File: src/hdl/ip_prefix_aggregation_set_assert.svh
// Assertion macros shared by the prefix set RTL.
// No dependencies; included by modules that carry concurrent checks.
`ifndef IP_PREFIX_AGGREGATION_SET_ASSERT_SVH
`define IP_PREFIX_AGGREGATION_SET_ASSERT_SVH

// same-cycle implication
`define IPAS_ASSERT_IMP(label, clk, rst, ante, cons, msg) \
  label: assert property (@(posedge clk) disable iff (rst) (ante) |-> (cons)) \
    else $error(msg);

// next-cycle implication
`define IPAS_ASSERT_NXT(label, clk, rst, ante, cons, msg) \
  label: assert property (@(posedge clk) disable iff (rst) (ante) |=> (cons)) \
    else $error(msg);

`endif

File: src/hdl/ipas_pkg.sv
// Package for the IPv4 prefix set: beat types, codes, token type, mask function.
// No dependencies; imported by ipas_cell and ip_prefix_aggregation_set.
package ipas_pkg;

  localparam int CAPACITY_DEF = 64;
  localparam int ADDR_W       = 32;
  localparam int LEN_W        = 6;
  localparam logic [LEN_W-1:0] MAX_LEN = 6'd32;

  localparam logic [1:0] REQ_INSERT = 2'd0;
  localparam logic [1:0] REQ_REMOVE = 2'd1;
  localparam logic [1:0] REQ_PRUNE  = 2'd2;

  localparam logic [2:0] ST_INSERTED  = 3'd0;
  localparam logic [2:0] ST_COVERED   = 3'd1;
  localparam logic [2:0] ST_REMOVED   = 3'd2;
  localparam logic [2:0] ST_NOT_FOUND = 3'd3;
  localparam logic [2:0] ST_PRUNED    = 3'd4;
  localparam logic [2:0] ST_FULL      = 3'd5;

  // token operations walking the cell chain
  localparam logic [1:0] OP_CHECK  = 2'd0;
  localparam logic [1:0] OP_INSERT = 2'd1;
  localparam logic [1:0] OP_REMOVE = 2'd2;
  localparam logic [1:0] OP_PRUNE  = 2'd3;

  typedef struct packed {
    logic [1:0]        req_type;
    logic [ADDR_W-1:0] req_address;
    logic [LEN_W-1:0]  req_length;
  } req_t;

  typedef struct packed {
    logic [2:0]        status;
    logic [6:0]        deleted_count;
    logic [ADDR_W-1:0] match_address;
    logic [LEN_W-1:0]  match_length;
    logic [6:0]        entries_used;
  } rsp_t;

  typedef struct packed {
    logic              vld;
    logic [1:0]        op;
    logic [ADDR_W-1:0] addr;
    logic [LEN_W-1:0]  len;
    logic              hit;
    logic [ADDR_W-1:0] m_addr;
    logic [LEN_W-1:0]  m_len;
  } tok_t;

  // len is at most 32
  function automatic logic [ADDR_W-1:0] prefix_mask(logic [LEN_W-1:0] len);
    logic [ADDR_W-1:0] m;
    if (len == '0) begin
      m = '0;
    end else begin
      m = {ADDR_W{1'b1}} << (MAX_LEN - len);
    end
    return m;
  endfunction

endpackage

File: src/hdl/ipas_cell.sv
// One slot of the prefix set plus the token register to the next cell.
// Depends on ipas_pkg.
module ipas_cell import ipas_pkg::*; #(
  parameter int CW = 7
) (
  input  logic          clk,
  input  logic          rst,
  input  tok_t          tok_in,
  input  logic [CW-1:0] cnt_in,
  output tok_t          tok_out,
  output logic [CW-1:0] cnt_out
);

  logic [ADDR_W-1:0] slot_address;
  logic [LEN_W-1:0]  slot_length;
  logic              slot_valid;

  tok_t          tok_next;
  logic [CW-1:0] cnt_next;
  logic          valid_next;
  logic          wr;
  logic          agree_own;
  logic          agree_req;
  logic          contained;

  always_comb begin
    agree_own = ((slot_address ^ tok_in.addr) & prefix_mask(slot_length)) == '0;
    agree_req = ((slot_address ^ tok_in.addr) & prefix_mask(tok_in.len)) == '0;
    contained = slot_valid && (slot_length >= tok_in.len) && agree_req;
    tok_next = tok_in;
    cnt_next = cnt_in;
    valid_next = slot_valid;
    wr = 1'b0;
    if (tok_in.vld) begin
      case (tok_in.op)
        OP_CHECK: begin
          if (!tok_in.hit && slot_valid && (slot_length <= tok_in.len) && agree_own) begin
            tok_next.hit = 1'b1;
            tok_next.m_addr = slot_address;
            tok_next.m_len = slot_length;
          end
        end
        OP_INSERT: begin
          if (contained) begin
            valid_next = 1'b0;
            cnt_next = cnt_in + CW'(1);
          end
          if ((!slot_valid || contained) && !tok_in.hit) begin
            wr = 1'b1;
            valid_next = 1'b1;
            tok_next.hit = 1'b1;
          end
        end
        OP_REMOVE: begin
          if (!tok_in.hit && slot_valid && (slot_address == tok_in.addr) &&
              (slot_length == tok_in.len)) begin
            valid_next = 1'b0;
            tok_next.hit = 1'b1;
          end
        end
        OP_PRUNE: begin
          if (contained) begin
            valid_next = 1'b0;
            cnt_next = cnt_in + CW'(1);
          end
        end
        default: ;
      endcase
    end
  end

  always_ff @(posedge clk) begin
    if (rst) begin
      slot_valid  <= 1'b0;
      tok_out.vld <= 1'b0;
    end else begin
      slot_valid <= valid_next;
      tok_out    <= tok_next;
      cnt_out    <= cnt_next;
    end
  end

  always_ff @(posedge clk) begin
    if (wr) begin
      slot_address <= tok_in.addr;
      slot_length  <= tok_in.len;
    end
  end

endmodule

File: config.mk
export PLATFORM = sky130hd
export DESIGN_NAME = ipas_cell
export DESIGN_NICKNAME = d
export VERILOG_FILES = /design/src/hdl/ip_prefix_aggregation_set_assert.svh /design/src/hdl/ipas_pkg.sv /design/src/hdl/ipas_cell.sv
export SDC_FILE = /design/constraint.sdc
export NUM_CORES = 1
export LEC_CHECK = 0
export BUFFER_PORTS_ARGS = -buffer_cell sky130_fd_sc_hd__buf_2
export CAP_MARGIN = 20
export CORE_MARGIN = 3
export CORE_UTILIZATION = 52
export DETAILED_ROUTE_END_ITERATION = 8
export MAX_ROUTING_LAYER = met4
export PLACE_DENSITY = 0.8
export SLEW_MARGIN = 10
export SYNTH_ARGS = -nofsm -noshare
export SYNTH_HDL_FRONTEND = slang
export SYNTH_SLANG_ARGS = --single-unit
File: constraint.sdc
create_clock -name clk -period 6.9 [get_ports clk]
set_input_delay 0.345 -clock clk [delete_from_list [all_inputs] [get_ports clk]]
set_output_delay 0.345 -clock clk [all_outputs]
set_load 0.02 [all_outputs]
# Word-level counts from Yosys, hierarchy flattened
# Cells that the tools add are included.
# word_totals
reg_bits	126
input_bits	89
# classes
addsub	3
magnitude_cmp	2
n_eq_ne	6
shifts	2
muxes	18
bitwise	3
reduce_logical	19
# op_table
cell	count
39-bit two-way mux	2
32-bit bitwise AND	2
32-bit logical NOT	2
32-bit two-way mux	2
32-bit by 6-bit << shifter with 32-bit output (first input constant)	2
38-bit two-way mux	1
32-bit == test	1
32-bit bitwise XOR	1
7-bit two-way mux	3
6-bit logical NOT	2
6-bit subtractor (first input constant)	2
1-bit logical AND	8
1-bit two-way mux	8
7-bit by 1-bit adder with 7-bit output (second input constant)	1
6-bit == test	1
6-bit greater-or-equal comparator	1
6-bit <= comparator	1
1-bit case mux with 3 select lines	2
2-bit == test (second input constant)	2
3-bit AND reduction	1
3-bit nonzero test	1
2-bit by 1-bit == test with 1-bit output (second input constant)	1
1-bit logical NOT	2
2-bit logical NOT	1
3 further kinds	3

# Depth between registers and ports, before layout
# Gate-level depths: netlist of run 1.
# depth
depth_word	11
ltp_mapped	15

# Least setup slack after synthesis of run 1
# OpenSTA, ideal clock, no wires.
# synth_timing
kind	input -> register
from	in tok_in[40] (netlist name)
to	reg slot_address[0] (enable)
arrival_time_ns	5.118
setup_slack_ns	1.301
cell_stages	11
n_path_buf	1
cell_sequence	inv_1 > ha_1 > buf_4 > nand2_1 > a21oi_1 > nor4_1 > a211o_1 > or4_4 > o31ai_4 > nor2_1 > nor3_1
# synth_via
elab_chain_cells	11
elab_cells_between_ends	14
classes_between	add/sub: 1; order compare: 1; shift: 1; mux: 4; bitwise: 1; reduce/logical: 6
# synth_lines
item	line_no	rtl
start, declared	ipas_cell.sv:8	input tok_t tok_in,
6-bit subtractor	ipas_pkg.sv:57	m = {ADDR_W{1'b1}} << (MAX_LEN - len);
32-bit by 6-bit << shifter with 32-bit output	ipas_pkg.sv:57	
32-bit two-way mux	ipas_pkg.sv:54	if (len == '0) begin
32-bit bitwise AND	ipas_cell.sv:28	agree_req = ((slot_address ^ tok_in.addr) & prefix_mask(tok_in.len)) == '0;
32-bit logical NOT	ipas_cell.sv:28	
1-bit logical AND *	ipas_cell.sv:29	contained = slot_valid && (slot_length >= tok_in.len) && agree_req;
1-bit logical OR *	ipas_cell.sv:48	if ((!slot_valid || contained) && !tok_in.hit) begin
1-bit logical AND *	ipas_cell.sv:48	
1-bit two-way mux *	ipas_cell.sv:48	
1-bit two-way mux *	ipas_cell.sv:35	case (tok_in.op)
1-bit two-way mux *	ipas_cell.sv:34	if (tok_in.vld) begin
named net wr	ipas_cell.sv:21	logic wr;
end signal, assigned	ipas_cell.sv:85	slot_address <= tok_in.addr;
end, declared	ipas_cell.sv:14	logic [ADDR_W-1:0] slot_address;
# Mark *: on every way through the listed nets, which the timed path passes. The rest lies on a longest branch.
# A chain may end at the register's enable or synchronous reset.

==> results.md, run 1 <==
- Fin crit period: about 4 ns
- CP arrival: 4.25 ns
- CTS sink cnt: 126
- Routability Congestion: 0.997
- Vias in the first global route: 4639
- Ys async rst share: 0%
- RSZ-0062 raised after global routing: false
- Routed length per placed instance: about 20 um
- Post-Syn Area: approximately 6200 um^2
- CTS Buf Count: 17
- Number of flops mapped to enable cells by yosys: roughly 120
- Post-route clock period utilization: between 50% and 60%
- Final hold viol count: 0
- # IOs: 176
- Main synth FF type: edfxtp_1
- Clock Tree Root: clkbuf_16
- DRT antenna net count: 0
- Final HPWL from detailed placement: roughly 12 mm
- Post-synthesis adder-cell area fraction: around 4.2%
- Sequential Power Share: ~46%
- Post-CTS Hold Fix Bufs: 0
- CTS Buffer Depth: 2
- Syn-to-layout area delta: 26.3%
- CP max FO: 25
- CP endpoint kind: flip-flop
- Yosys Warn Count: 0
- Clock Power Share: 41.5%
- Initial Util: 53.7%
- Worst-path clk slew: 0.06 ns
- Logic pwr share: around 13%
- Final WL: ~16 mm
- Hold Path Stages: 1
- Most frequent cells in the layout: buf_2 (175), edfxtp_1 (124), xnor2_1 (30)
- Cells after DPL: 769
- Post-synthesis cell count: roughly 460
- Syn_nets: roughly 570
- Synth Area in XOR/XNOR: 6.21%
- Status: complete, no violations
- Flops & latches, synth: about 130
- Relative slew slack: ~55%
- Peak supply drop: between 0.15 and 0.2 mV
- CP Class: reg2reg
- Layout cells sized above 1: a little under two fifths
- NetSw: around 0.50 mW
- Fmax: 244 MHz
- Post-Layout Cell Count: roughly 800
- CTS tree: yes
- Max Clock Skew: 0.00657 ns
- Post-synthesis mux area share: between 7 and 8%
- Fin util: a little under 70%
- P per Cell Area: about 250 nW/um^2
- Final WS setup: 2.80 ns
- Vias per cell: about 5.7
- Largest family of logic cells by synthesized area: simple AND/OR/NAND/NOR gates
- Total grt overflow: 0
- First-pass GRT wire length: about 25 mm
- Crit path required time: slightly above 7 ns
- Diodes inserted: 0
- Largest net degree at the start of global routing: a little under 90
- Max-slew violations: 0
- Port Buf Inserts: approximately 180
- Overall Global Routing Usage: between 20% and 30%
- Maximum level of the CTS H-tree: 4
- Die H: between 100 and 150 um
- Die Wd: 115 um
- DP Worst Slack: 2.66 ns
- Synthesized area per cell: 13.6 um^2
- Clock Latency Late Sink: 0.41 ns
- Setup tns final: 0 ns
- DRC violations left: 0
- # setup viols final: 0
- Register area share after synthesis: 60.6%
- Die area: around 13000 um^2
- Total setup buffers inserted after CTS: 0
- Reg2Reg Setup Slack: approximately 2.8 ns
- LEAKAGE: about 3.1 nW
- Simple-gate area share of the yosys netlist: approximately a tenth
- Post-synthesis compound-gate area fraction: 9.75%
- Core Rows: 39
- MaxCap Viol Count: 0
- TritonRoute pass-1 iters: 5
- Synth cell types: a little under 70
- Sw Share: about a quarter
- Nets: between 700 and 800
- Tightest Hold Check Type: in2reg
- Initial antenna violation count: 0
- Most common cell after layout, fill and taps aside: buf_2
- CTS resizes: 0
- CP Launch Type: flip-flop
- Core ar.: around 12000 um^2
- Worst Reg2Reg Path Length in Cells: 14
- Drt first-iter violations: roughly 400
- Int Pwr: roughly 1.5 mW
- Actual slew at the worst max-slew pin: 0.670 ns
- Vias: 4610
logic make-up (layout without fill, tap and decap cells):
family                     count (synthesis)  in the layout
AOI/OAI and AO/OA                         85             85
and+or+nand+nor                          108            108
adders and majority gates                 21             21
muxes                                     40             40
DFF                                      126            126
xor gates and xnor gates                  44             44
buffers and inverters                     31            235
registers in the layout (all words and copies together), names as in the netlist:
register      count
slot_valid        1
slot_length       6
tok_out          80
slot_address     32
cnt_out           7
synthesized netlist by cell type, drive strengths merged, types with 8 or more instances:
cell type	instances	area share [%]
nor2	12	0.73
nor4	9	0.91
nand2	19	1.2
mux2	39	7.1
o21ai	10	0.81
nand3	8	0.64
nand2b	9	0.91
ha	21	4.2
a21oi	20	1.7
xor2	14	2.0
xnor2	30	4.2
edfxtp	124	60
inv	22	1.3
nor3	15	1.3
layer usage:
metal	GRT usage, %	wire [um]
met2	40.6	7890
met4	10.6	411
met1	33.0	6870
met5	-	0
met3	5.16	1140
critical path, stage by stage (launching register included):
cell	delay, ns
edfxtp_1	0.47
inv_1	0.16
ha_1	0.20
inv_1	0.08
ha_1	0.41
nor2b_1	0.23
o22ai_1	0.10
nor4_1	0.30
nand4_1	0.13
o22ai_1	0.15
a31oi_1	0.17
nor3b_2	0.40
buf_4	0.28
buf_4	0.36
mux2_2	0.38
per-stage QoR:
step	power (mW)	area [um^2]	hold slack, ns
finish	1.97	7840	0.151
global route	2.04	7840	0.138
CTS	1.98	7820	0.134
detailed placement	1.16	7270	0.565
global placement	1.16	7260	0.550
floorplan	1.06	6210	0.414
final cells by class:
type | instances | area [um^2]
sequential | 126 | 3760
fill | 860 | 3720
multi-input combinational | 298 | 2330
timing repair buffer | 181 | 941
clock buffer | 17 | 425
tap | 143 | 179
clock inverter | 15 | 123
inverter | 22 | 83.8
power by group through the flow:
stage	clock [mW]	combinational (mW)	sequential, mW
floorplan	0	0.0968	0.963
detailed placement	0	0.249	0.915
global route	0.863	0.273	0.903
global placement	0	0.247	0.914
CTS	0.829	0.250	0.900
finish	0.816	0.253	0.899
worst paths after layout:
check,startpoint,to
min reg2reg,slot_address[16],tok_out[22]
max reg2reg,slot_length[0],tok_out[7]
max,slot_length[0],tok_out[7]
min,tok_in[67],slot_address[22]
Power figures use the tool's default switching activity.
==> inputs of run 2 (changes only) <==
ABC_AREA = 1   (was unset)
CORE_UTILIZATION = 48   (was 52)
PLACE_DENSITY = 0.77   (was 0.8)
clock period = 3.5 ns   (was 6.9 ns; I/O delays follow)
==> run 2 against run 1 <==
Net effect: utilization is 2.4 points lower; synthesized area up 1.9%; worst setup slack worse by 2.4 ns; register-to-register slack lost 2.4 ns; critical endpoint is now tok_out[13]; worst hold slack worse by 0.13 ns; design area is 6.5% higher; die area rose by 9.8%; clock power rose by 120%; flip-flop and latch count stayed put; routed wire length is 4.1% lower; non-clock buffer count up 38.
==> results.md, run 2 <==
- Most common cell after layout, fill and taps aside: buf_2
- Biggest regs: tok_out: 80 flops, slot_address: 32 flops, cnt_out: 7 flops
- Final WL: 15.6 mm (-4.1%)
- Crit path required time: 3.65 ns (-3.41 ns)
- RSZ-0062 raised after global routing: false
- Maximum level of the CTS H-tree: 4 (unchanged)
- Post-route clock period utilization: 89.2% (+30 points)
- Sw Share: 25.0% (-0.38 points)
- Flops & latches, synth: 126 (unchanged)
- CTS tree: yes
- Largest net degree at the start of global routing: 46 (-47%)
- # setup viols final: 0 (unchanged)
- CP max FO: 44 (+76%)
- Synth cell types: 34 (-50%)
- CTS Buf Count: 17 (unchanged)
- Fmax: 320 MHz (+31%)
- Most frequent cells in the layout: buf_2 (175), nand2_1 (152), edfxtp_1 (124)
- Top cells by area, synth: edfxtp_1 (59%), nand2_1 (9.0%), inv_1 (4.8%)
- Max-slew violations: 0 (unchanged)
- Clock Tree Root: clkbuf_16
- Post-synthesis cell count: 612 (+35%)
- Number of flops mapped to enable cells by yosys: 124 (unchanged)
- Die Wd: 121 um (+4.8%)
- Hold wc startpoint: tok_in[42]
- Port Buf Inserts: 175 (unchanged)
- Logic pwr share: 13.0% (about the same)
- DRT antenna net count: 0 (unchanged)
- Worst Reg2Reg Path Length in Cells: 16 (+2)
- Routed length per placed instance: 15.2 um (-25%)
- Overall Global Routing Usage: 22.8% (-3.0 points)
- Reg area: 3760 um^2 (unchanged)
- Worst-path clk slew: 0.06 ns (about the same)
- Vias: 5112 (+11%)
- Yosys Warn Count: 0 (unchanged)
- Die area: 14600 um^2 (+9.8%)
- DRC violations left: 0 (unchanged)
- Max Clock Skew: 0.00806 ns (+0.00149 ns)
- Die H: 121 um (+4.8%)
- Synthesized area per cell: 10.3 um^2 (-24%)
- Tightest Hold Check Type: in2reg
- Clock Latency Late Sink: 0.42 ns (about the same)
- FILL cells: 1006 (+17%)
- Diodes inserted: 0 (unchanged)
- CP arrival: 3.28 ns (-0.97 ns)
- Synth Area in XOR/XNOR: 5.12% (-1.1 points)
- Total grt overflow: 0 (unchanged)
- Relative slew slack: 62.4% (+7.1 points)
- Simple-gate area share of the yosys netlist: 16.7% (+6.9 points)
- # IOs: 176 (unchanged)
- Finished Cell Area: 8360 um^2 (+6.5%)
- Largest reg by FF count: tok_out
- Initial Util: 49.5% (-4.2 points)
- Setup tns final: 0 ns (unchanged)
- Reg2reg end: tok_out[13]
- Hold Path Stages: 1 (unchanged)
- Post-Syn Area: 6330 um^2 (+1.9%)
- Status: complete, no violations
- Commonest cells post-synth: nand2_1 (152), edfxtp_1 (124), inv_1 (81)
- Ys async rst share: 0% (unchanged)
- Vias per cell: 4.99 (-13%)
- Largest area contributor in the netlist: edfxtp_1
- NetSw: 1.02 mW (+100%)
- Sequential Power Share: 43.6% (-2.1 points)
- Vias in the first global route: 5019 (+8.2%)
- CTS Buffer Depth: 2 (unchanged)
- Final hold viol count: 0 (unchanged)
- CTS sink cnt: 126 (unchanged)
- Main synth FF type: edfxtp_1
- Register area share after synthesis: 59.5% (-1.1 points)
- TritonRoute pass-1 iters: 5 (unchanged)
- Post-placement cell area: 7380 um^2 (+1.5%)
- Syn-to-layout area delta: 32.1%
- LEAKAGE: 3.85 nW (+24%)
- Layout cells sized above 1: 28.6% (-8.3 points)
- CP Launch Type: flip-flop
- CP Class: reg2reg
- Actual slew at the worst max-slew pin: 0.563 ns (-0.107 ns)
- Largest family of logic cells by synthesized area: simple AND/OR/NAND/NOR gates
- Peak supply drop: 0.326 mV (+80%)
- Top cell type's share of synthesized area: 58.9% (-1.1 points)
- First-pass GRT wire length: 24.9 mm (-0.77%)
- Routability Congestion: 0.981 (-1.7%)
- CTS resizes: 0 (unchanged)
- Total setup buffers inserted after CTS: 0 (unchanged)
- Post-synthesis adder-cell area fraction: 4.15% (-0.079 points)
- Syn_nets: 722 (+28%)
- Post-synthesis compound-gate area fraction: 7.44% (-2.3 points)
- Hold Crit Endpoint: tok_out[42]
- P per Cell Area: 489 nW/um^2 (+95%)
- Nets: 950 (+26%)
- Reg2Reg Setup Slack: 0.38 ns (-2.43 ns)
- Drt first-iter violations: 481 (+20%)
- Max reg flops: 80 (unchanged)
- Int Pwr: 3.07 mW (+110%)
- MaxCap Viol Count: 0 (unchanged)
- Core Rows: 41 (+5.1%)
- Clock Power Share: 43.4% (+1.9 points)
- Final HPWL from detailed placement: 11.3 mm (-5.2%)
- Top-count cell post-synth: nand2_1
- Fin crit period: 3.12 ns (-0.974 ns)
- Initial antenna violation count: 0 (unchanged)
- Multi-input gate area: 2140 um^2 (-8.0%)
- Worst reg2reg startpoint: slot_length[1]
- Core ar.: 12800 um^2 (+10%)
- CP endpoint kind: flip-flop
- Post-synthesis mux area share: 0.316% (-7.0 points)
==> run 2: cell families after synthesis <==
family / Yosys count
AO/OA/AOI/OAI: 81
XOR/XNOR: 37
adder cells (fa/ha/maj): 21
buffers and inverters: 99
flip-flops: 126
multiplexers: 2
AND/OR/NAND/NOR: 246
==> run 2: power groups by stage <==
stage	clock network, mW	logic [mW]	registers (mW)
after detailed placement	0	0.495	1.81
after global placement	0	0.493	1.81
after global routing	1.87	0.581	1.79
after CTS	1.80	0.530	1.78
after floorplan	0	0.182	1.93
final	1.77	0.532	1.78
==> run 2: worst max-delay path by stage <==
stage	from	endpoint
6_report	slot_length[1]	tok_out[13]
5_1_grt	slot_length[1]	tok_out[13]
4_1_cts	slot_length[1]	tok_out[24]
3_5_place_dp	slot_length[1]	tok_out[7]
3_3_place_gp	slot_length[1]	tok_out[23]
2_1_floorplan	tok_in[39]	slot_address[0]
==> run 2: stage by stage <==
step	cells	setup WS (ns)	util [%]	total power [mW]	hold slack (ns)
final	1025	0.379	65.4	4.09	0.0214
after global routing	1025	0.0748	65.4	4.24	0.0136
after CTS	1025	0.410	65.4	4.12	0.00616
after detailed placement	955	0.432	57.8	2.31	0.387
after global placement	955	0.477	57.8	2.30	0.386
after floorplan	612	0.477	-	2.11	0.244
==> run 2: layer usage <==
layer | vias to the layer above | wire length [um] | part of all wire (%) | global-route usage [%]
met3 | 35 | 1100 | 7.1 | 5.33
met2 | 204 | 7820 | 50 | 37.9
li1 | 2518 | - | - | -
met4 | 0 | 336 | 2.2 | 8.57
met1 | 2355 | 6370 | 41 | 27.3
met5 | - | 0 | 0 | -
==> run 2: worst max-delay path, cell delays in order, from the launching register on <==
cell and delay, ns:
edfxtp_1 0.43, inv_2 0.14, ha_1 0.23, inv_1 0.06, ha_1 0.41, inv_1 0.13, o21ai_0 0.33, nand2_1 0.11
nand3_1 0.11, nor3_1 0.05, nand2_1 0.06, nor2_1 0.05, nand2_1 0.08, nand2_2 0.06, nand3_2 0.07, buf_4 0.38
o21ai_1 0.15
==> run 2: layout make-up <==
| class | instances | area share [%] |
|---|---|---|
| sequential | 126 | 45.0 |
| multi-input combinational | 387 | 25.6 |
| timing repair buffer | 219 | 15.6 |
| clock buffer | 18 | 5.14 |
| inverter | 89 | 4.01 |
| tap | 172 | 2.58 |
| clock inverter | 14 | 2.02 |
==> run 2: timing repair <==
action | in CTS | in global routing
hold buffers | 38 | 0
endpoints found under the setup margin | 0 | 0
hold endpoints to repair | 74 | 0
==> inputs of run 3 (changes only) <==
MAX_ROUTING_LAYER = unset   (was met4)
==> run 3 against run 2 <==
Net effect: non-clock buffer count down 2; critical path type unchanged; critical path depth stayed put; global-route usage fell by 0.88 points; maximum frequency fell by 0.76%; final cell count is essentially flat; largest power group is now the clock network.
==> results.md, run 3 (same netlist as run 2, synthesis figures left out) <==
- Hold Path Stages: 1 (unchanged)
- Most frequent cells in the layout: buf_2 (175), nand2_1 (152), edfxtp_1 (124)
- Max-slew violations: 0 (unchanged)
- Met3 WL: 960 um (-13%)
- Hold wc startpoint: tok_in[43]
- Port Buf Inserts: 175 (unchanged)
- Die area: 14600 um^2 (unchanged)
- CTS resizes: 0 (unchanged)
- Worst reg2reg startpoint: slot_length[1]
- Vias per cell: 4.96 (-0.49%)
- TritonRoute pass-1 iters: 5 (unchanged)
- Worst Reg2Reg Path Length in Cells: 16 (unchanged)
- P per Cell Area: 516 nW/um^2 (+5.5%)
- Relative slew slack: 64.3% (+1.9 points)
- Final hold viol count: 0 (unchanged)
- Crit path required time: 3.65 ns (about the same)
- CP max FO: 44 (unchanged)
- Die Wd: 121 um (unchanged)
- Core Rows: 41 (unchanged)
- Status: complete, no violations
- MaxCap Viol Count: 0 (unchanged)
- Actual slew at the worst max-slew pin: 0.534 ns (-0.0296 ns)
- Fmax: 318 MHz (-0.76%)
- Syn-to-layout area delta: 33.3%
- Setup tns final: 0 ns (unchanged)
- Critical path's slowest cell: edfxtp_1
- Top layer in use: met4
- LEAKAGE: 3.89 nW (+1.0%)
- DP Worst Slack: 0.416 ns (-0.0159 ns)
- Layout cells sized above 1: 28.8% (+0.18 points)
- Core ar.: 12800 um^2 (unchanged)
- Total grt overflow: 0 (unchanged)
- Tightest Hold Check Type: in2reg
- DRC violations left: 0 (unchanged)
- Die H: 121 um (unchanged)
- Max reg flops: 80 (unchanged)
- # IOs: 176 (unchanged)
- Largest net degree at the start of global routing: 45 (-2.2%)
- # setup viols final: 0 (unchanged)
- Final WL: 15.4 mm (-1.6%)
- Met1 wire length: 6.34 mm (-0.41%)
- CTS Buf Count: 17 (unchanged)
- Tot Pwr: 4.35 mW (+6.5%)
- DRT antenna net count: 0 (unchanged)
- Overall Global Routing Usage: 22.0% (-0.88 points)
- Hold Crit Endpoint: slot_length[4]
- CP Class: reg2reg
- Clock Tree Root: clkbuf_16
- Reg2reg end: tok_out[27]
- Routed length per placed instance: 15.0 um (-1.5%)
- Most used cell along the critical path: nand2_1
- Initial antenna violation count: 1 (+1)
- Initial Util: 49.5% (unchanged)
- Fin crit period: 3.14 ns (+0.0238 ns)
- Largest reg by FF count: tok_out
- CP endpoint kind: flip-flop
- Vias: 5082 (-0.59%)
- Max incr delay on CP: 0.43 ns (about the same)
- Peak supply drop: 0.354 mV (+8.6%)
- Drt first-iter violations: 333 (-31%)
- Max Clock Skew: 0.0166 ns (+0.00853 ns)
- Nets: 948 (-0.21%)
- Final WS setup: 0.355 ns (-0.0238 ns)
- Worst-path clk slew: 0.06 ns (about the same)
- Crit-path cells: inv_2 > ha_1 > inv_1 > ha_1 > inv_1 > o21ai_0 > nand2_1 > nand3_1 > nor3_1 > nand2_1 > nor2_1 > nand2_1 > nand2_2 > nand3_2 > buf_4 > o21ai_1
- Biggest regs: tok_out: 80 flops, slot_address: 32 flops, cnt_out: 7 flops
- CTS Buffer Depth: 2 (unchanged)
- CTS sink cnt: 126 (unchanged)
- CP arrival: 3.29 ns (about the same)
- Wire length on met2: 7.75 mm (-1.0%)
- Post-route clock period utilization: 89.9% (+0.68 points)
- Routability Congestion: 0.956 (-2.5%)
- Vias in the first global route: 4982 (-0.74%)
- Final HPWL from detailed placement: 11.3 mm (-0.40%)
- Maximum level of the CTS H-tree: 4 (unchanged)
- Reg2Reg Setup Slack: 0.36 ns (-0.02 ns)
- Clock Latency Late Sink: 0.42 ns (about the same)
- CP Launch Type: flip-flop
- First-pass GRT wire length: 24.6 mm (-1.1%)
- RSZ-0062 raised after global routing: false
- CTS tree: yes
- Most common cell after layout, fill and taps aside: buf_2
[run 3: cell count changes in the layout (fill, tap and decap cells not counted), sizes merged]
cell         delta
inv             -1
clkinvlp        -1
dlygate4sd3     -2
diode           +1
clkinv          -1
bufinv          +4
clkbuf          -1
[run 3: how the worst max path moves through the flow]
stage	start	slack, ns	depth (start not counted)	end
3_5_place_dp	slot_length[1]	0.42	16	tok_out[11]
6_report	slot_length[1]	0.36	16	tok_out[27]
4_1_cts	slot_length[1]	0.35	17	tok_out[24]
3_3_place_gp	slot_length[1]	0.49	16	tok_out[18]
2_1_floorplan	tok_in[39]	0.48	21	slot_address[0]
5_1_grt	slot_length[1]	0.05	17	tok_out[24]
[run 3: per-layer routing]
metal	global-route usage, %	up-vias
met1	27.2	2340
met3	5.24	31
met2	37.3	203
met5	0	-
li1	-	2508
met4	8.57	0
[run 3: worst max-delay path, delay by kind of cell, from the launching register on]
kind | cells | cell delay [ns]
buffers and inverters | 4 | 0.69
flip-flops | 1 | 0.43
adder cells (fa/ha/maj) | 2 | 0.66
AO/OA/AOI/OAI | 2 | 0.50
AND/OR/NAND/NOR | 8 | 0.56
[run 3: per-stage QoR]
| stage | hold slack [ns] | util (%) | cells | area (um^2) |
|---|---|---|---|---|
| 2_1_floorplan | 0.244 | - | 612 | 6330 |
| 3_3_place_gp | 0.388 | 57.8 | 955 | 7380 |
| 3_5_place_dp | 0.388 | 57.8 | 955 | 7380 |
| 4_1_cts | 0.0000104 | 66.0 | 1023 | 8430 |
| 5_1_grt | 0.0136 | 66.0 | 1024 | 8430 |
| 6_report | 0.00750 | 66.0 | 1024 | 8430 |
[run 3: power by group]
part,internal (mW),switching [mW]
Clock,1.40,0.636
Combinational,0.190,0.339
Sequential,1.76,0.0242
[run 3: what timing repair did]
action,in CTS,in global routing
hold buffers,36,0
hold endpoints to repair,71,0
setup buffers,0,0
[run 3: cell type report]
cell class | count | area (um^2)
fillers | 1010 | 4340
flip-flops and latches | 126 | 3760
multi-input cells | 387 | 2140
repair buffers | 217 | 1280
clock buffers | 17 | 425
inverters | 89 | 335
clock inverters | 15 | 268
well taps | 172 | 215
diodes | 1 | 2.50
